## src/design/mmp_pkg.sv

```systemverilog
// Shared types, constants and helpers for the MIDI message parser.
// No dependencies; imported by every other file of the block.
package mmp_pkg;

    localparam int unsigned BYTE_W   = 8;
    localparam int unsigned DATA_W   = 7;
    localparam int unsigned KIND_W   = 2;
    localparam int unsigned BEND_W   = 15;
    localparam int unsigned PHASE_W  = 4;
    localparam int unsigned OUT_W    = KIND_W + DATA_W + BYTE_W + BEND_W;

    // parser phases; codes above PH_PB2 behave as idle
    localparam logic [PHASE_W-1:0] PH_IDLE = 4'd0;
    localparam logic [PHASE_W-1:0] PH_ON1  = 4'd1;
    localparam logic [PHASE_W-1:0] PH_ON2  = 4'd2;
    localparam logic [PHASE_W-1:0] PH_OFF1 = 4'd3;
    localparam logic [PHASE_W-1:0] PH_OFF2 = 4'd4;
    localparam logic [PHASE_W-1:0] PH_CC1  = 4'd5;
    localparam logic [PHASE_W-1:0] PH_CC2  = 4'd6;
    localparam logic [PHASE_W-1:0] PH_PB1  = 4'd7;
    localparam logic [PHASE_W-1:0] PH_PB2  = 4'd8;

    // event kinds
    localparam logic [KIND_W-1:0] KIND_ON  = 2'd0;
    localparam logic [KIND_W-1:0] KIND_OFF = 2'd1;
    localparam logic [KIND_W-1:0] KIND_CC  = 2'd2;
    localparam logic [KIND_W-1:0] KIND_PB  = 2'd3;

    // status byte upper nibbles
    localparam logic [3:0] ST_NOTE_OFF = 4'h8;
    localparam logic [3:0] ST_NOTE_ON  = 4'h9;
    localparam logic [3:0] ST_CTRL     = 4'hB;
    localparam logic [3:0] ST_BEND     = 4'hE;

    typedef struct packed {
        logic              valid;
        logic [KIND_W-1:0] kind;
        logic [DATA_W-1:0] first_data;
        logic [BYTE_W-1:0] second_data;
        logic [BEND_W-1:0] bend_value;
    } t_event;

    // phase entered after a status byte; idle for unhandled status
    function automatic logic [PHASE_W-1:0] phase_after_status(input logic [BYTE_W-1:0] b);
        logic [PHASE_W-1:0] ph;
        unique case (b[7:4])
            ST_NOTE_ON:  ph = PH_ON1;
            ST_NOTE_OFF: ph = PH_OFF1;
            ST_CTRL:     ph = PH_CC1;
            ST_BEND:     ph = PH_PB1;
            default:     ph = PH_IDLE;
        endcase
        return ph;
    endfunction

endpackage

```

## src/design/mmp_parse.sv

```systemverilog
// Parser state (phase, held first data byte) and per-byte event decode.
// Depends on mmp_pkg.
module mmp_parse (
    input  logic                        i_clk,
    input  logic                        i_rst_n,
    input  logic                        i_advance,
    input  logic [mmp_pkg::BYTE_W-1:0]  i_byte,
    output mmp_pkg::t_event             o_event
);
    import mmp_pkg::*;

    logic [PHASE_W-1:0] r_phase, n_phase;
    logic [DATA_W-1:0]  r_held, n_held;
    t_event             evt;

    always_comb begin
        n_phase = r_phase;
        n_held  = r_held;
        evt     = '0;
        unique case (r_phase) inside
            PH_ON1, PH_OFF1, PH_CC1, PH_PB1: begin
                if (i_byte[7]) begin
                    // status where data expected: restart on this byte
                    n_phase = phase_after_status(i_byte);
                end else begin
                    n_held  = i_byte[DATA_W-1:0];
                    n_phase = r_phase + PHASE_W'(1);
                end
            end
            PH_ON2, PH_OFF2, PH_CC2, PH_PB2: begin
                // running status: back to first data of same kind
                n_phase          = r_phase - PHASE_W'(1);
                evt.valid        = 1'b1;
                evt.first_data   = r_held;
                evt.second_data  = i_byte;
                unique case (r_phase)
                    PH_ON2:  evt.kind = (i_byte == '0) ? KIND_OFF : KIND_ON;
                    PH_OFF2: evt.kind = KIND_OFF;
                    PH_CC2:  evt.kind = KIND_CC;
                    default: begin
                        evt.kind       = KIND_PB;
                        evt.bend_value = {i_byte, r_held};
                    end
                endcase
            end
            default: begin
                n_phase = i_byte[7] ? phase_after_status(i_byte) : PH_IDLE;
            end
        endcase
        evt.valid = evt.valid & i_advance;
    end

    always_ff @(posedge i_clk) begin
        if (!i_rst_n) begin
            r_phase <= PH_IDLE;
            r_held  <= '0;
        end else if (i_advance) begin
            r_phase <= n_phase;
            r_held  <= n_held;
        end
    end

    assign o_event = evt;

endmodule

```

## src/design/mmp_out_reg.sv

```systemverilog
// Result register with stream handshake toward the downstream side.
// Depends on mmp_pkg.
module mmp_out_reg (
    input  logic                        i_clk,
    input  logic                        i_rst_n,
    input  mmp_pkg::t_event             i_event,
    output logic                        o_free,
    output logic                        o_valid,
    input  logic                        i_ready,
    output logic [mmp_pkg::OUT_W-1:0]   o_data
);
    import mmp_pkg::*;

    logic              r_valid;
    logic [OUT_W-1:0]  r_data;

    // register can load when empty or being drained this cycle
    assign o_free = !r_valid || i_ready;

    always_ff @(posedge i_clk) begin
        if (!i_rst_n) begin
            r_valid <= 1'b0;
        end else if (o_free) begin
            r_valid <= i_event.valid;
        end
    end

    always_ff @(posedge i_clk) begin
        if (o_free && i_event.valid) begin
            r_data <= {i_event.bend_value, i_event.second_data,
                       i_event.first_data, i_event.kind};
        end
    end

    assign o_valid = r_valid;
    assign o_data  = r_data;

endmodule

```

## src/design/midi_message_parser_core.sv

```systemverilog
// Top level of the MIDI message parser: byte stream in, event stream out.
// Depends on mmp_pkg, mmp_parse, mmp_out_reg.
//
// Takes one received MIDI byte per word and emits one event word after the
// second data byte of each note-on, note-off, control-change or pitch-bend
// message (channel ignored, running status kept, note-on with velocity zero
// reported as note-off). Other status bytes and stray data bytes produce
// nothing. A status byte arriving where a first data byte is expected
// restarts parsing on that byte; where a second data byte is expected it is
// taken as the data byte. One byte is accepted every clock; the event shows
// on the output the cycle after its last byte is accepted. The single result
// register sets the rate: s_axis_tready drops only while that register holds
// an event the downstream side has not taken.
module midi_message_parser_core (
    input  logic        i_clk,
    input  logic        i_rst_n,
    // byte stream in
    input  logic        s_axis_tvalid,
    output logic        s_axis_tready,
    input  logic [7:0]  s_axis_tdata,   // [7:0] rx_byte
    // event stream out
    output logic        m_axis_tvalid,
    input  logic        m_axis_tready,
    output logic [31:0] m_axis_tdata    // [1:0] event_kind, [8:2] first_data,
                                        // [16:9] second_data, [31:17] bend_value
);
    import mmp_pkg::*;

    t_event evt;
    logic   out_free;
    logic   accept;

    // byte taken whenever the result register can absorb its outcome
    assign s_axis_tready = out_free;
    assign accept        = s_axis_tvalid && out_free;

    mmp_parse u_parse (
        .i_clk     (i_clk),
        .i_rst_n   (i_rst_n),
        .i_advance (accept),
        .i_byte    (s_axis_tdata),
        .o_event   (evt)
    );

    mmp_out_reg u_out (
        .i_clk    (i_clk),
        .i_rst_n  (i_rst_n),
        .i_event  (evt),
        .o_free   (out_free),
        .o_valid  (m_axis_tvalid),
        .i_ready  (m_axis_tready),
        .o_data   (m_axis_tdata)
    );

endmodule

```

## config.mk

```make
export PLATFORM = sky130hd
export DESIGN_NAME = midi_message_parser_core
export DESIGN_NICKNAME = d
export VERILOG_FILES = /design/src/design/mmp_pkg.sv /design/src/design/mmp_parse.sv /design/src/design/mmp_out_reg.sv /design/src/design/midi_message_parser_core.sv
export SDC_FILE = /design/constraint.sdc
export NUM_CORES = 1
export LEC_CHECK = 0
export BUFFER_PORTS_ARGS = -buffer_cell sky130_fd_sc_hd__buf_2
export CAP_MARGIN = 25
export CORE_ASPECT_RATIO = 1.1
export CORE_MARGIN = 4
export CORE_UTILIZATION = 52
export DETAILED_ROUTE_END_ITERATION = 8
export HOLD_SLACK_MARGIN = 0.05
export MAX_ROUTING_LAYER = met4
export PLACE_DENSITY = 0.75
export SLEW_MARGIN = 0
export SYNTH_ARGS = -nofsm -noshare
export SYNTH_HDL_FRONTEND = slang
export SYNTH_SLANG_ARGS = --single-unit
```

## constraint.sdc

```tcl
create_clock -name i_clk -period 3.1 [get_ports i_clk]
set_clock_uncertainty 0.05 [all_clocks]
set_input_delay 0.62 -clock i_clk [delete_from_list [all_inputs] [get_ports i_clk]]
set_output_delay 0.62 -clock i_clk [all_outputs]
set_load 0.01 [all_outputs]
```

==> results of run 1 <==
==> flip-flops by register name (all words and copies together) (netlist names) <==
signal	cells
u_out.o_data	32
u_out.o_valid	1
u_parse.r_held	7
u_parse.r_phase	4
==> how the worst max path moves through the flow <==
stage	endpoint	slack, ns	startpoint
after global routing	u_out.o_data[18]	0.42	u_parse.r_phase[0]
after detailed placement	u_out.o_data[22]	0.65	u_parse.r_phase[0]
final	u_out.o_data[22]	0.62	u_parse.r_phase[0]
after CTS	u_out.o_data[15]	0.63	u_parse.r_phase[0]
after floorplan	u_out.o_data[0]	0.72	m_axis_tready
after global placement	u_out.o_data[30]	0.76	u_parse.r_phase[0]
==> worst max-delay path: cells and delay by family, from the launching register on <==
family,cells,cell delay (ns)
simple gates,1,0.14
flops,1,0.38
compound gates,2,0.69
buf+inv,3,0.56
fa+ha+maj,1,0.31
==> cells by family (layout without fill, tap and decap cells) <==
group	Yosys count	after routing	share of synthesized area, %
and+or+nand+nor	62	62	18.9
DFF	44	44	62.3
AOI/OAI and AO/OA	20	20	7.92
buffers and inverters	12	59	2.79
muxes	8	8	4.15
adders and majority gates	4	4	2.60
xor gates and xnor gates	3	3	1.36
==> synthesized netlist by cell type (all sizes together), types with 2 or more instances <==
master	number	area (µm²)
nand2b	3	18.8
nor2b	2	12.5
edfxtp	32	961
inv	4	15.0
dfxtp	12	240
nand2	5	18.8
buf	2	16.3
mux2i	8	80.1
ha	4	50.1
nor4	3	18.8
and2	31	194
nor2	11	43.8
o21ai	4	23.8
clkbuf	5	18.8
a21oi	2	10.0
nand3b	2	18.8
xor2	2	17.5
==> area by class of cell <==
type	count	area share (%)
clock buffer	6	2.25
clock inverter	2	1.70
inverter	5	0.825
multi-input combinational	97	29.6
sequential	44	52.8
tap	48	2.64
timing repair buffer	46	10.2
==> power groups by stage <==
stage / logic [mW] / clock network (mW) / registers, mW
final: 0.144 / 0.376 / 0.673
after CTS: 0.145 / 0.383 / 0.673
after global placement: 0.142 / 0 / 0.685
after detailed placement: 0.145 / 0 / 0.687
after global routing: 0.160 / 0.416 / 0.677
after floorplan: 0.0880 / 0 / 0.693
==> layer usage <==
metal,share of wire (%),vias up
met3,5.8,8
li1,-,638
met1,42,596
met2,50,38
met4,2.2,0
met5,0,-
==> metrics by stage <==
stage	util, %	hold slack [ns]	setup slack [ns]	area, µm²	instances
after CTS	66.1	0.471	0.634	2280	248
final	66.1	0.471	0.619	2280	248
after global placement	63.5	0.436	0.759	2190	240
after detailed placement	63.5	0.449	0.648	2190	240
after global routing	66.1	0.478	0.424	2280	248
after floorplan	-	0.419	0.724	1930	153
==> impl_metrics.toml, run 1 <==
[status]
status = "finished clean"

[pwr]
internal_power_mw = 0.907
p_sw_mw = 0.286
seqPwrFrac_pct = 56.5
power_density_nw_per_um2 = 524
power.share.clock_pct = 31.5
ir_worst_vdd_mv = 0.217
p_leak_nw = 1.00
swShare_pct = 24.0
combPwrFrac_pct = 12.0
power.total_mw = 1.19

[synth]
ys_seq_elements = 44
synth_edf_count = 32
yosys.cell_types.count = 43
avgSynthCellArea_um2 = 12.6
yosys_warnings = 0
async_flop_share_pct = 0
synth.cell_area_um2 = 1930
seq_area_frac_synth_pct = 62.3
synth_flop_cell = "edfxtp_1"
syn-num-nets = 169
syn_inst = 153

[floorplanning]
die_h_um = 71.9
coreArea_um2 = 3440
die_width_um = 66.1
die_area_um2 = 4750
io_pins = 46
fp-row-count = 22
start_util_pct = 56.0

[run]
cap_violations = 0

[critical_path]
slowest_stage = "o21ai_2"
r2r-start = "u_parse.r_phase[0]"
critPathRequiredTime_ns = 3.07
rr_worst_depth = 7
cp.arrival_ns = 2.45
worstSetupPathType = "reg -> reg"
critPathMaxStageDelay_ns = 0.55
rrSetupSlack_ns = 0.62
crit_fanout = 32
end_kind = "flop"
crit_path_frequent_cell = "inv_1"
crit_chain = "inv_1 > ha_1 > a21oi_1 > o21ai_2 > nand2_1 > inv_1 > buf_4"
worst_setup_path_start_kind = "flop"
r2r-end = "u_out.o_data[22]"

[placed_design]
io_buffers = 45
gp_congestion = 0.903
dp_hpwl_um = 2570

[sta]
finalSetupTns_ns = 0
timing.final.crit_share_pct = 80.0
relSlewSlack_pct = 56.7
slew_viol_final = 0
rsz0062_at_grt = "false"
worst_pin_slew_ns = 0.649
max_clock_freq_ghz = 0.403
setup_violations = 0
hold_viol_final = 0
period_needed_ns = 2.48

[clock_tree]
cts_tree = "yes"
cts_max_level = 2
cts_root_buf = "clkbuf_4"
clk_latency_ns = 0.35
cts_buffer_depth = 2
cts_buffers = 5
cts_num_sinks = 44
clk_pin_slew_ns = 0.13
cts_hold_buf = 0
cts_resized = 0
cts_setup_buffers = 0

[cells_and_area]
final_nets = 215
seq_area_um2 = 1200
final_common_cell = "buf_2"
synthToLayoutAreaGrowth_pct = 18.0
fillers = 268
multi_input_area_um2 = 673
drive_gt1_share_pct = 29.0
diodes = 0
layout_common_cells = "buf_2, edfxtp_1, and2_1"

[routing]
via_per_inst = 5.16
wl_um = 3620
dr.pass1.iters = 4
ant_nets = 0
drc = 0
first_iter_violations = 63
wl_per_cell_um = 14.6
num_vias = 1280

[global_routing]
track_usage_pct = 17.7
grt_pass1_vias = 1264
globalRoute.totalOverflow = 0
grt_pass1_wl_um = 6130
grt_max_degree = 33
use_met2_pct = 28.8
grt_util_met3_pct = 5.02
grtUsageMet1_pct = 19.9
grt_antenna_before_repair = 0
busiest_layer = "met2"

[min_path]
hold_path.class = "reg -> reg"
worstHoldStart = "u_parse.r_held[4]"
hold_end = "u_parse.r_held[4]"
hold_depth = 2
(Power assumes the default switching activity.)
==> run 2: changes to the inputs <==
Clock period 3.1 ns to 2.3 ns, I/O delays scaled along.
==> impl_metrics.toml, run 2 (synthesis results as in run 1) <==
[cells_and_area]
final_nets = 217
final_core_util_pct = 66.5
fillers = 283
layout.cells.non_filler = 250
diodes = 0
layout_common_cells = "buf_2, edfxtp_1, and2_1"
final_common_cell = "buf_2"
largest_register_ffs = 32
synthToLayoutAreaGrowth_pct = 18.8
drive_gt1_share_pct = 29.2

[floorplanning]
coreArea_um2 = 3440
die_h_um = 71.9
start_util_pct = 56.0
fp-row-count = 22
die_area_um2 = 4750
die_width_um = 66.1
io_pins = 46

[placed_design]
placed_cells = 242
dp_hpwl_um = 2620
io_buffers = 45
gp_congestion = 0.970

[sta]
setup_violations = 0
holdWs_ns = 0.336
worst_pin_slew_ns = 0.491
period_needed_ns = 2.03
hold_viol_final = 0
timing.final.crit_share_pct = 88.2
rsz0062_at_grt = "false"
slew_viol_final = 0
relSlewSlack_pct = 67.2
finalSetupTns_ns = 0
max_clock_freq_ghz = 0.493

[pwr]
p_sw_mw = 0.374
combPwrFrac_pct = 13.1
swShare_pct = 23.7
internal_power_mw = 1.20
seqPwrFrac_pct = 57.6
power.share.clock_pct = 29.2
p_leak_nw = 1.01
power_density_nw_per_um2 = 688
ir_worst_vdd_mv = 0.331

[clock_tree]
cts_tree = "yes"
cts_resized = 0
cts_buffer_depth = 2
clk_latency_ns = 0.34
cts_setup_buffers = 0
clk_pin_slew_ns = 0.13
cts_buffers = 5
cts_num_sinks = 44
cts_max_level = 2
cts_root_buf = "clkbuf_4"
cts_hold_buf = 0

[run]
cap_violations = 0

[routing]
via_per_inst = 5.14
first_iter_violations = 51
num_vias = 1284
ant_nets = 0
wl_um = 3560
dr.pass1.iters = 5
wl_per_cell_um = 14.2
drc = 0

[critical_path]
crit_family = "compound AO/OA/AOI/OAI gates"
rr_worst_depth = 6
r2r-start = "u_parse.r_phase[0]"
crit_chain = "inv_1 > ha_1 > and3b_1 > a41o_1 > a221oi_1 > o22ai_1"
critPathMaxStageDelay_ns = 0.45
crit_fanout = 17
rrSetupSlack_ns = 0.27
worstSetupPathType = "reg -> reg"
end_kind = "flop"
worst_setup_path_start_kind = "flop"
critPathRequiredTime_ns = 2.48
cp.arrival_ns = 2.21
r2r-end = "u_parse.r_phase[3]"
crit_buf_inv = 1
slowest_stage = "dfxtp_1"

[global_routing]
grt_pass1_wl_um = 5780
busiest_layer = "met2"
track_usage_pct = 16.8
globalRoute.totalOverflow = 0
grt_util_met3_pct = 5.02
grt_antenna_before_repair = 0
grtUsageMet1_pct = 18.5
use_met2_pct = 29.1
grt_pass1_vias = 1193
grt_max_degree = 33

[status]
status = "finished clean"

[min_path]
hold_path.class = "in -> reg"
worstHoldStart = "i_rst_n"
hold_end = "u_parse.r_phase[2]"
hold_depth = 2
## run 2: cell count changes in the layout (fill, tap and decap cells not counted), sizes merged
| cell | change |
|---|---|
| buf | +2 |
## run 2: cell type report
class	count	area, µm²	share of cell area (%)
Tap cell	48	60.1	2.62
Clock buffer	6	41.3	1.80
Inverter	5	18.8	0.820
Sequential cell	44	1200	52.5
Clock inverter	2	35.0	1.53
Multi-Input combinational cell	97	673	29.4
Timing Repair Buffer	48	260	11.4
## run 2: worst reg2reg max path: stages, from the launching register on
cell and delay [ns]:
dfxtp_1 0.45, inv_1 0.11, ha_1 0.30, and3b_1 0.38, a41o_1 0.27, a221oi_1 0.24
o22ai_1 0.12
## run 2: worst max path at each step
| stage | from | to | depth (start not counted) |
|---|---|---|---|
| 6_report | u_parse.r_phase[0] | u_parse.r_phase[3] | 6 |
| 5_1_grt | u_parse.r_phase[0] | u_parse.r_phase[3] | 6 |
| 4_1_cts | u_parse.r_phase[0] | u_parse.r_phase[3] | 6 |
| 3_5_place_dp | u_parse.r_phase[0] | u_parse.r_phase[3] | 6 |
| 3_3_place_gp | u_parse.r_phase[0] | u_parse.r_phase[3] | 6 |
| 2_1_floorplan | u_parse.r_phase[0] | u_out.o_data[0] | 6 |
## run 2: routing by layer
| layer | vias up | wire length [µm] |
|---|---|---|
| li1 | 644 | - |
| met2 | 29 | 1820 |
| met3 | 5 | 181 |
| met1 | 606 | 1510 |
| met4 | 0 | 48 |
| met5 | - | 0 |
## run 2: stage by stage
stage | power, mW | instance area (µm²) | setup WS [ns]
floorplan | 1.05 | 1930 | 0.0742
CTS | 1.59 | 2290 | 0.274
detailed placement | 1.13 | 2210 | 0.299
global placement | 1.13 | 2210 | 0.357
global route | 1.66 | 2290 | 0.0603
finish | 1.57 | 2290 | 0.270
## run 2: power by group through the flow
stage / Combinational (mW) / Sequential [mW] / Clock, mW
after global routing: 0.228 / 0.912 / 0.516
after floorplan: 0.119 / 0.934 / 0
after CTS: 0.209 / 0.907 / 0.472
final: 0.207 / 0.907 / 0.460
after global placement: 0.204 / 0.923 / 0
after detailed placement: 0.208 / 0.925 / 0
